`config.mk`:
```
export PLATFORM = sky130hd
export DESIGN_NAME = tswl_tier_check
export DESIGN_NICKNAME = d
export VERILOG_FILES = /design/src/hw/rtl/three_tier_sliding_window_limiter_assert.svh /design/src/hw/rtl/tswl_pkg.sv /design/src/hw/rtl/tswl_tier_check.sv
export SDC_FILE = /design/constraint.sdc
export NUM_CORES = 1
export LEC_CHECK = 0
export ABC_AREA = 1
export BUFFER_PORTS_ARGS = -buffer_cell sky130_fd_sc_hd__buf_2
export CAP_MARGIN = 20
export CORE_UTILIZATION = 43
export DETAILED_ROUTE_END_ITERATION = 12
export PLACE_DENSITY = 0.71
export SLEW_MARGIN = 10
export SYNTH_ARGS = -nofsm -noshare
export SYNTH_HDL_FRONTEND = slang
export SYNTH_SLANG_ARGS = --single-unit
```
`constraint.sdc`:
```
create_clock -name vclk -period 2.7
set_input_delay 0.135 -clock vclk [all_inputs]
set_output_delay 0.135 -clock vclk [all_outputs]
set_load 0.03 [all_outputs]
```
`src/hw/rtl/three_tier_sliding_window_limiter_assert.svh`:
```
// ----------------------------------------------------------------------------
// Assertion macros for the three-tier sliding window limiter
// Concurrent checks sampled on clk and held off while arst_n is low.
// ----------------------------------------------------------------------------
`ifndef THREE_TIER_SLIDING_WINDOW_LIMITER_ASSERT_SVH
`define THREE_TIER_SLIDING_WINDOW_LIMITER_ASSERT_SVH

// Same-cycle implication.
`define TSWL_ASSERT_NOW(lbl, ante, cons, msg) \
	lbl: assert property (@(posedge clk) disable iff (!arst_n) (ante) |-> (cons)) \
		else $error(msg);

// Next-cycle implication.
`define TSWL_ASSERT_NEXT(lbl, ante, cons, msg) \
	lbl: assert property (@(posedge clk) disable iff (!arst_n) (ante) |=> (cons)) \
		else $error(msg);

`endif

```
`src/hw/rtl/tswl_pkg.sv`:
```
// ----------------------------------------------------------------------------
// tswl_pkg
// Shared widths, register map and reset values for the sliding window limiter.
// ----------------------------------------------------------------------------
package tswl_pkg;

	localparam int STAMP_W    = 32;
	localparam int WINDOW_W   = 32;
	localparam int LIMIT_W    = 6;
	localparam int TOTAL_W    = 32;
	localparam int TIER_N     = 3;
	localparam int CFG_IDX_W  = 3;
	localparam int CFG_DATA_W = 32;

	localparam int HISTORY_DEPTH_DEF = 64;
	localparam int TIME_BITS_DEF     = 32;

	// tier positions in tier_hits
	localparam int TIER_SHORT = 0;
	localparam int TIER_MID   = 1;
	localparam int TIER_LONG  = 2;

	localparam logic [LIMIT_W-1:0]  SHORT_LIMIT_RST  = LIMIT_W'(3);
	localparam logic [WINDOW_W-1:0] SHORT_WINDOW_RST = WINDOW_W'(1);
	localparam logic [LIMIT_W-1:0]  MID_LIMIT_RST    = LIMIT_W'(20);
	localparam logic [WINDOW_W-1:0] MID_WINDOW_RST   = WINDOW_W'(10);
	localparam logic [LIMIT_W-1:0]  LONG_LIMIT_RST   = LIMIT_W'(60);
	localparam logic [WINDOW_W-1:0] LONG_WINDOW_RST  = WINDOW_W'(60);

	typedef enum logic [CFG_IDX_W-1:0] {
		REG_SHORT_LIMIT  = 3'd0,
		REG_SHORT_WINDOW = 3'd1,
		REG_MID_LIMIT    = 3'd2,
		REG_MID_WINDOW   = 3'd3,
		REG_LONG_LIMIT   = 3'd4,
		REG_LONG_WINDOW  = 3'd5
	} cfg_reg_t;

	function automatic int max_int(input int a, input int b);
		return (a > b) ? a : b;
	endfunction

endpackage

```
`src/hw/rtl/tswl_tier_check.sv`:
```
// ----------------------------------------------------------------------------
// tswl_tier_check
// One tier's window test: older entry plus window lies beyond the current time.
// ----------------------------------------------------------------------------
module tswl_tier_check #(
	parameter int TIME_BITS = tswl_pkg::TIME_BITS_DEF
) (
	input  logic                          entry_ok,
	input  logic [TIME_BITS-1:0]          entry,
	input  logic [TIME_BITS-1:0]          now,
	input  logic [tswl_pkg::WINDOW_W-1:0] window,
	output logic                          hit
);
	import tswl_pkg::*;

	// one bit above the wider operand so the sum never wraps
	localparam int CMP_W = max_int(TIME_BITS, WINDOW_W) + 1;

	logic [CMP_W-1:0] reach;

	assign reach = CMP_W'(entry) + CMP_W'(window);
	assign hit   = entry_ok && (reach > CMP_W'(now));

endmodule
```
==> impl_metrics.tcl <==
set metrics [dict create \
    total_power_w 0.001151 \
    layout-drive-gt1-share 0.3779 \
    final_common_cell "nand2_1" \
    grt_pass1_wl_um 13480 \
    wire_per_inst_um 11.63 \
    hold_class "input pin to output port" \
    grt_max_degree 6 \
    worst_hold_path.num_cells 4 \
    nFlopsAndLatches 0 \
    grt_pass1_vias 3308 \
    fmax_mhz 314.4 \
    p_leak_nw 2.436 \
    start_util 0.4543 \
    ant_nets 0 \
    first_iter_violations 97 \
    viasPerCell 4.926 \
    final_util 0.6944 \
    regArea_um2 0 \
    finalHoldViolCount 0 \
    critical_path_class "input pin to output port" \
    io-pin-count 98 \
    rsz0062_at_grt "yes" \
    violations "negative setup slack" \
    place_ws_ns -0.5533 \
    nClkBuffers 0 \
    slew_headroom 0.6501 \
    syn-cell-area_mm2 0.002738 \
    max_slew.worst_pin.slew_ns 0.5200 \
    drtPass1Iterations 4 \
    rows 28 \
    area_growth_syn_to_layout_pct 52.83 \
    core_area_mm2 0.006026 \
    layout_common_cells "nand2_1, buf_2, buf_4" \
    startpoint_type "input pin" \
    die_y_um 81.79 \
    vias 3576 \
    syn_area_per_cell_um2 5.977 \
    synth_nets 620 \
    setup_violations 1 \
    worstPathMaxFanout 4 \
    min_period_over_period 1.178 \
    slew_viol_final 0 \
    crit_arrival_ns 3.05 \
    placement.io_buffers 98 \
    maxCapViolCount 0 \
    gp_congestion 0.9206 \
    ys.warnings.count 0 \
    required_ns 2.57 \
    power_density_mw_per_mm2 275.1 \
    grt_antenna_before_repair 0 \
    setup.worst_path.end_class "output port" \
    yosysUniqueCellTypes 32 \
    worst_hold_path.endpoint "hit" \
    synth_cells 458 \
    final_nets 815 \
    route.detailed.drc 0 \
    routed_wl_um 8443 \
    outcome "finished, violations left" \
    dieWidth_um 81.79 \
    grt_usage 0.2529 \
    dieArea_mm2 0.006690 \
    ir_drop_mv 0.1411 \
    diodes 0 \
    final.min_clock_period_ns 3.180 \
    fin_tns_setup_ns -0.4803 \
    fin_ws_ns -0.4803 \
    dp_hpwl_um 7652 \
    ys_seq_area_frac 0 \
    hold_slack_ns 0.6153 \
    hold_start "entry_ok" \
    grt_overflow 0 \
]
==> per-stage QoR <==
stage | instances | cell area, um2
6_report | 726 | 4184
3_3_place_gp | 718 | 3991
2_1_floorplan | 458 | 2754
5_1_grt | 726 | 4184
3_5_place_dp | 718 | 3991
4_1_cts | 723 | 4103
==> cells by family after synthesis <==
group           share of synthesized area
xor+xnor                          0.08318
simple gates                       0.2957
compound gates                     0.2116
buf+inv                            0.1097
fa+ha+maj                          0.2998
==> what timing repair did <==
item / CTS / global route
hold buffers: 0 / 0
buffers inserted: 5 / 3
pin swaps: 16 / 14
endpoints found under the setup margin: 1 / 1
gates resized for setup: 17 / 15
==> metal layers <==
metal | part of all wire | routed length (um) | global-route usage
met5 | 0 | 0 | 0
met3 | 0.034 | 284 | 0.001111
met1 | 0.49 | 4123 | 0.3314
met2 | 0.47 | 3989 | 0.4760
met4 | 0.0054 | 46 | 0.01930
==> layout make-up <==
cell class         instances  area [um2]
multi-input cells        378        2572
fillers                  543        1842
repair buffers           193        1217
inverters                 80       300.3
well taps                 75       93.84
==> how the worst max path moves through the flow <==
stage / start / endpoint / slack, ns
global placement: entry[4] / hit / -0.50
finish: entry[0] / hit / -0.48
CTS: entry[0] / hit / -0.46
floorplan: entry[0] / hit / -0.13
detailed placement: entry[0] / hit / -0.55
global route: entry[0] / hit / -0.68
==> report_power, final <==
group	total (W)	internal, W	switching (W)
Sequential	0	0	0
Combinational	0.00115	0.000562	0.000590
Clock	0	0	0
==> worst max-delay path, cell delays in order <==
cell,delay (ns)
buf_2,0.10
ha_4,0.13
inv_2,0.04
fa_2,0.33
nand3b_1,0.18
nand2_2,0.12
nand3_2,0.08
nand2_2,0.09
nand2_2,0.07
nand2_4,0.13
a21oi_4,0.07
xnor2_2,0.15
ha_1,0.30
nand2_1,0.08
or4_1,0.50
nor2_1,0.09
nand2_1,0.07
o21ai_2,0.19
a21oi_4,0.05
buf_6,0.14
==> synth_stat cells <==
cell type | instances | share of area
a21oi_2 | 9 | 0.029
inv_1 | 78 | 0.11
a21boi_1 | 1 | 0.0027
o211ai_1 | 2 | 0.0055
a221oi_1 | 1 | 0.0032
a211oi_1 | 1 | 0.0027
nor4_2 | 1 | 0.0046
a21o_1 | 5 | 0.014
nand4_1 | 2 | 0.0046
nor2_4 | 1 | 0.0041
xor2_1 | 18 | 0.058
nand3b_1 | 1 | 0.0027
or4_1 | 1 | 0.0027
nand3_1 | 15 | 0.027
nor4_1 | 5 | 0.011
a21oi_1 | 48 | 0.088
nor3_2 | 1 | 0.0037
nand3_2 | 2 | 0.0073
o21ai_0 | 18 | 0.033
nor2_1 | 42 | 0.058
nor3_1 | 5 | 0.0091
a21o_2 | 1 | 0.0032
o21ai_2 | 5 | 0.016
o21ai_1 | 4 | 0.0073
o21bai_1 | 2 | 0.0055
xnor2_1 | 8 | 0.026
nand2_1 | 107 | 0.15
nand2_2 | 6 | 0.014
fa_1 | 1 | 0.0073
inv_2 | 2 | 0.0027
a31oi_1 | 1 | 0.0023
ha_1 | 64 | 0.29
No activity file was read; power rests on OpenSTA's default activity.
