<file path="config.mk">
export PLATFORM = sky130hd
export DESIGN_NAME = tswl_hist_ram
export DESIGN_NICKNAME = d
export VERILOG_FILES = /design/src/hw/rtl/three_tier_sliding_window_limiter_assert.svh /design/src/hw/rtl/tswl_pkg.sv /design/src/hw/rtl/tswl_hist_ram.sv
export SDC_FILE = /design/constraint.sdc
export NUM_CORES = 2
export LEC_CHECK = 0
export BUFFER_PORTS_ARGS = -buffer_cell sky130_fd_sc_hd__buf_2
export CAP_MARGIN = 20
export CORE_ASPECT_RATIO = 0.75
export CORE_UTILIZATION = 28
export CTS_CLUSTER_SIZE = 16
export DETAILED_ROUTE_END_ITERATION = 6
export GPL_TIMING_DRIVEN = 0
export PLACE_DENSITY = 0.45
export SYNTH_ARGS = -nofsm -noshare
export SYNTH_HDL_FRONTEND = slang
export SYNTH_SLANG_ARGS = --single-unit
</file>
<file path="constraint.sdc">
create_clock -name clk -period 4.2 [get_ports clk]
set_clock_uncertainty 0.1 [all_clocks]
set_input_delay 0.63 -clock clk [delete_from_list [all_inputs] [get_ports clk]]
set_output_delay 0.63 -clock clk [all_outputs]
set_load 0.03 [all_outputs]
</file>
<file path="src/hw/rtl/three_tier_sliding_window_limiter_assert.svh">
// ----------------------------------------------------------------------------
// Assertion macros for the three-tier sliding window limiter
// Concurrent checks sampled on clk and held off while arst_n is low.
// ----------------------------------------------------------------------------
`ifndef THREE_TIER_SLIDING_WINDOW_LIMITER_ASSERT_SVH
`define THREE_TIER_SLIDING_WINDOW_LIMITER_ASSERT_SVH

// Same-cycle implication.
`define TSWL_ASSERT_NOW(lbl, ante, cons, msg) \
	lbl: assert property (@(posedge clk) disable iff (!arst_n) (ante) |-> (cons)) \
		else $error(msg);

// Next-cycle implication.
`define TSWL_ASSERT_NEXT(lbl, ante, cons, msg) \
	lbl: assert property (@(posedge clk) disable iff (!arst_n) (ante) |=> (cons)) \
		else $error(msg);

`endif

</file>
<file path="src/hw/rtl/tswl_pkg.sv">
// ----------------------------------------------------------------------------
// tswl_pkg
// Shared widths, register map and reset values for the sliding window limiter.
// ----------------------------------------------------------------------------
package tswl_pkg;

	localparam int STAMP_W    = 32;
	localparam int WINDOW_W   = 32;
	localparam int LIMIT_W    = 6;
	localparam int TOTAL_W    = 32;
	localparam int TIER_N     = 3;
	localparam int CFG_IDX_W  = 3;
	localparam int CFG_DATA_W = 32;

	localparam int HISTORY_DEPTH_DEF = 64;
	localparam int TIME_BITS_DEF     = 32;

	// tier positions in tier_hits
	localparam int TIER_SHORT = 0;
	localparam int TIER_MID   = 1;
	localparam int TIER_LONG  = 2;

	localparam logic [LIMIT_W-1:0]  SHORT_LIMIT_RST  = LIMIT_W'(3);
	localparam logic [WINDOW_W-1:0] SHORT_WINDOW_RST = WINDOW_W'(1);
	localparam logic [LIMIT_W-1:0]  MID_LIMIT_RST    = LIMIT_W'(20);
	localparam logic [WINDOW_W-1:0] MID_WINDOW_RST   = WINDOW_W'(10);
	localparam logic [LIMIT_W-1:0]  LONG_LIMIT_RST   = LIMIT_W'(60);
	localparam logic [WINDOW_W-1:0] LONG_WINDOW_RST  = WINDOW_W'(60);

	typedef enum logic [CFG_IDX_W-1:0] {
		REG_SHORT_LIMIT  = 3'd0,
		REG_SHORT_WINDOW = 3'd1,
		REG_MID_LIMIT    = 3'd2,
		REG_MID_WINDOW   = 3'd3,
		REG_LONG_LIMIT   = 3'd4,
		REG_LONG_WINDOW  = 3'd5
	} cfg_reg_t;

	function automatic int max_int(input int a, input int b);
		return (a > b) ? a : b;
	endfunction

endpackage

</file>
<file path="src/hw/rtl/tswl_hist_ram.sv">
// ----------------------------------------------------------------------------
// tswl_hist_ram
// Timestamp history memory: one write port, one registered read port.
// ----------------------------------------------------------------------------
module tswl_hist_ram #(
	parameter int DEPTH = tswl_pkg::HISTORY_DEPTH_DEF,
	parameter int WIDTH = tswl_pkg::TIME_BITS_DEF
) (
	input  logic                     clk,
	input  logic                     wr_en,
	input  logic [$clog2(DEPTH)-1:0] wr_addr,
	input  logic [WIDTH-1:0]         wr_data,
	input  logic                     rd_en,
	input  logic [$clog2(DEPTH)-1:0] rd_addr,
	output logic [WIDTH-1:0]         rd_data
);
	import tswl_pkg::*;

	logic [WIDTH-1:0] mem [DEPTH];
	logic [WIDTH-1:0] rd_q;

	// read returns the old word on a same-address write
	always_ff @(posedge clk) begin
		if (wr_en) begin
			mem[wr_addr] <= wr_data;
		end
		if (rd_en) begin
			rd_q <= mem[rd_addr];
		end
	end

	assign rd_data = rd_q;

endmodule

</file>
==> flow_summary.yaml <==
status:
  status: "finished with violations"
  violations: "setup timing"
worst_setup_path:
  path_delay_family: "buffers and inverters"
  path_buf_inv: 4
  startpoint: "rd_addr[1]"
  arrival_ps: 4800
  crit_type: "in2reg"
  startpoint_type: "primary input"
  crit_path_max_fanout: 10
  cp_common_cell: "buf_2"
  critPathCaptureType: "flop"
  slowest_stage: "buf_1"
  critPathMaxStageDelay_ps: 910
  crit_required_ps: 4770
  critical_path.cell_chain: "buf_2 -> buf_2 -> buf_2 -> buf_1 -> mux4_2 -> o22ai_1 -> nor2_1 -> a21oi_1 -> nor2_1"
  r2r-start: "mem[44][9]"
sta:
  fmax_mhz: 236
  slew_viol_final: 0
  max_slew_margin_pct: 21.2
  tightestPinTransition_ps: 1180
  finalHoldViolations: 0
  layout_setup_ws_ps: -33.1
  rsz0062_at_grt: "false"
  setup-violations-final: 3
  min_period_ps: 4230
  holdWs_ps: 94.2
  fin_crit_sh_pct: 101
route:
  met1_length_microns: 121000
  first_pass_iters: 5
  vias: 39200
  drt-total-wl_microns: 269000
  dr_wl_met3_microns: 24500
  detail-route-antenna-nets: 0
  routed_via_density: 5.12
  routedWlPerCell_microns: 35.0
  drtIter0Drc: 5797
  wl_met2_microns: 117000
  drc_errors: 0
  top_layer: "met5"
cells_and_area:
  final_area_sq_mm: 0.0939
  areaGrowthSynthToFinish_pct: 19.1
  drive_gt1_share_pct: 30.4
  fin_util_pct: 33.6
  layout.nets: 3820
  fillers: 26000
logic_synthesis:
  synth_flop_cell: "edfxtp_1"
  mappedNetlistArea_sq_mm: 0.0788
  synth_cells: 3324
  yosysSeqAreaShare_pct: 79.2
  avgSynthCellArea_sq_um: 23.7
  ys_ff_latch: 2080
  synth_nets: 3371
  ys_types: 33
  synthArstFlopShare_pct: 0
  ys.warnings.count: 0
  synth-edff-count: 2080
die:
  ios: 79
  start_util_pct: 28.2
  num_rows: 168
  die_w_microns: 615
  die_y_microns: 462
  die_area_sq_mm: 0.284
  core_area_sq_mm: 0.280
clocking:
  cts.path.max_buffers: 4
  cts_root_buf: "clkbuf_16"
  cts_tree: "yes"
  clk_pin_slew_ps: 60
  clk_latency_ps: 890
  cts_made_buffers: 209
  ctsResizeCount: 0
  cts_sinks: 2080
  post_cts_buffers: 0
  htree_levels: 4
global_route:
  antenna_found_initial: 38
  grt_max_degree: 65
  track_usage_pct: 18.7
  grt_overflow: 0
  first_global_vias: 38100
  grt_pass1_wl_microns: 356000
pwr:
  leakagePower_nw: 28.7
  vdd_drop_max_mv: 0.325
  clkPwrFrac_pct: 40.6
  switching_share_pct: 22.8
  p_total_w: 0.0435
  p_switching_w: 0.00994
  p_int_w: 0.0336
  power.density_mw_per_mm2: 464
  pwr-share-seq_pct: 53.0
  pwr-share-comb_pct: 6.4
placed_design:
  hpwlAfterDp_microns: 184000
  portBuffers: 70
  placed_area_sq_mm: 0.0876
  pre_cts_ws_ps: -918
  gp_congestion: 0.836
job:
  maxCapViolCount: 0
hold_path:
  hp-start: "wr_data[15]"
  hp-class: "in2reg"
[per-layer routing]
| layer | GRT usage, % | vias up |
|---|---|---|
| met3 | 4.55 | 331 |
| met1 | 27.7 | 21800 |
| met4 | 4.18 | 8 |
| met5 | 0 | - |
| met2 | 27.7 | 1851 |
| li1 | - | 15200 |
[worst register-to-register path, stage by stage, from the launching register on]
cell and delay (ps):
edfxtp_1 370, mux4_2 460, mux2i_1 320, a21oi_1 330
a21oi_1 800, nor2_1 220
[cell usage after synthesis, drive strengths merged (3+ instances only)]
master / instances / area share [%]
o22ai: 84 / 0.67
and3: 4 / 0.032
o32ai: 4 / 0.044
a41o: 4 / 0.051
mux4: 544 / 16
a21oi: 62 / 0.39
or3: 3 / 0.024
nor2: 137 / 0.65
nand3b: 5 / 0.048
or2: 3 / 0.024
clkbuf: 74 / 0.35
nor2b: 15 / 0.12
a311oi: 8 / 0.089
or3b: 5 / 0.056
nand3: 5 / 0.032
nand2: 26 / 0.12
mux2i: 93 / 1.2
buf: 108 / 0.77
o221ai: 27 / 0.30
nor3: 7 / 0.044
edfxtp: 2080 / 79
nand2b: 8 / 0.063
a22oi: 12 / 0.11
[cell usage in the layout (no fill, tap or decap), types with 5 or more instances in the layout]
master        n
buf_12       88
nor2_1       75
nand2b_1      8
buf_6        19
nand3_1       5
a21oi_1      62
edfxtp_1   2080
o221ai_1     27
bufinv_16     8
buf_1        20
clkbuf_2      6
a22oi_1      12
clkinv_2     24
nor2_4       62
nor2b_1      15
nand3b_1      5
nor3_1        5
buf_4        38
buf_8        22
o22ai_1      84
diode_2       5
mux4_2      544
clkinv_1     50
mux2i_1      93
buf_2       117
a311oi_1      8
clkbuf_1    127
clkbuf_16   212
buf_16       39
nand2_1      26
[worst paths after layout]
| check | to | slack [ps] | depth (start not counted) |
|---|---|---|---|
| worst max-delay path | rd_data[27] | -30 | 9 |
| worst min-delay path | mem[47][15] | 90 | 1 |
| worst max register to register | rd_data[9] | 1290 | 5 |
| worst min register to register | rd_data[21] | 990 | 4 |
[sequential cells by signal (all words and copies together), names as in the netlist]
| name | flops |
|---|---|
| rd_data | 32 |
| mem | 2048 |
[per-stage QoR]
stage          std cells  TNS (ps)
4_1_cts             7656         0
3_3_place_gp        7134  -3525730
5_1_grt             7667         0
2_1_floorplan       3324         0
6_report            7670     -46.0
3_5_place_dp        7292    -13930
[cell families (layout without fill, tap and decap cells)]
kind of cell / Yosys count / after routing / share of synthesized area, %
AOI/OAI and AO/OA: 202 / 202 / 1.67
buffers and inverters: 182 / 783 / 1.12
muxes: 637 / 637 / 16.7
other: 0 / 5 / 0
and+or+nand+nor: 223 / 223 / 1.26
DFF: 2080 / 2080 / 79.2
[layout make-up]
| class | count | area, sq um | area share (%) |
|---|---|---|---|
| flip-flops and latches | 2080 | 62500 | 66.5 |
| repair buffers | 238 | 3750 | 3.99 |
| well taps | 3740 | 4680 | 4.98 |
| multi-input cells | 1062 | 16000 | 17.0 |
| clock buffers | 271 | 5530 | 5.88 |
| clock inverters | 92 | 641 | 0.682 |
| plain buffers | 182 | 895 | 0.952 |
| diodes | 5 | 12.5 | 0.0133 |
[timing repair]
item / CTS / global route
hold endpoints to repair: 8 / 9
hold buffers: 1 / 2
endpoints found under the setup margin: 0 / 0
[power groups by stage]
| stage | registers (W) | clock network [W] | logic [W] |
|---|---|---|---|
| after floorplan | 0.0236 | 0 | 0.00112 |
| after global placement | 0.0235 | 0 | 0.00257 |
| after detailed placement | 0.0235 | 0 | 0.00276 |
| after CTS | 0.0231 | 0.0180 | 0.00276 |
| after global routing | 0.0231 | 0.0187 | 0.00287 |
| final | 0.0231 | 0.0177 | 0.00279 |
No activity file was read; power rests on OpenSTA's default activity.
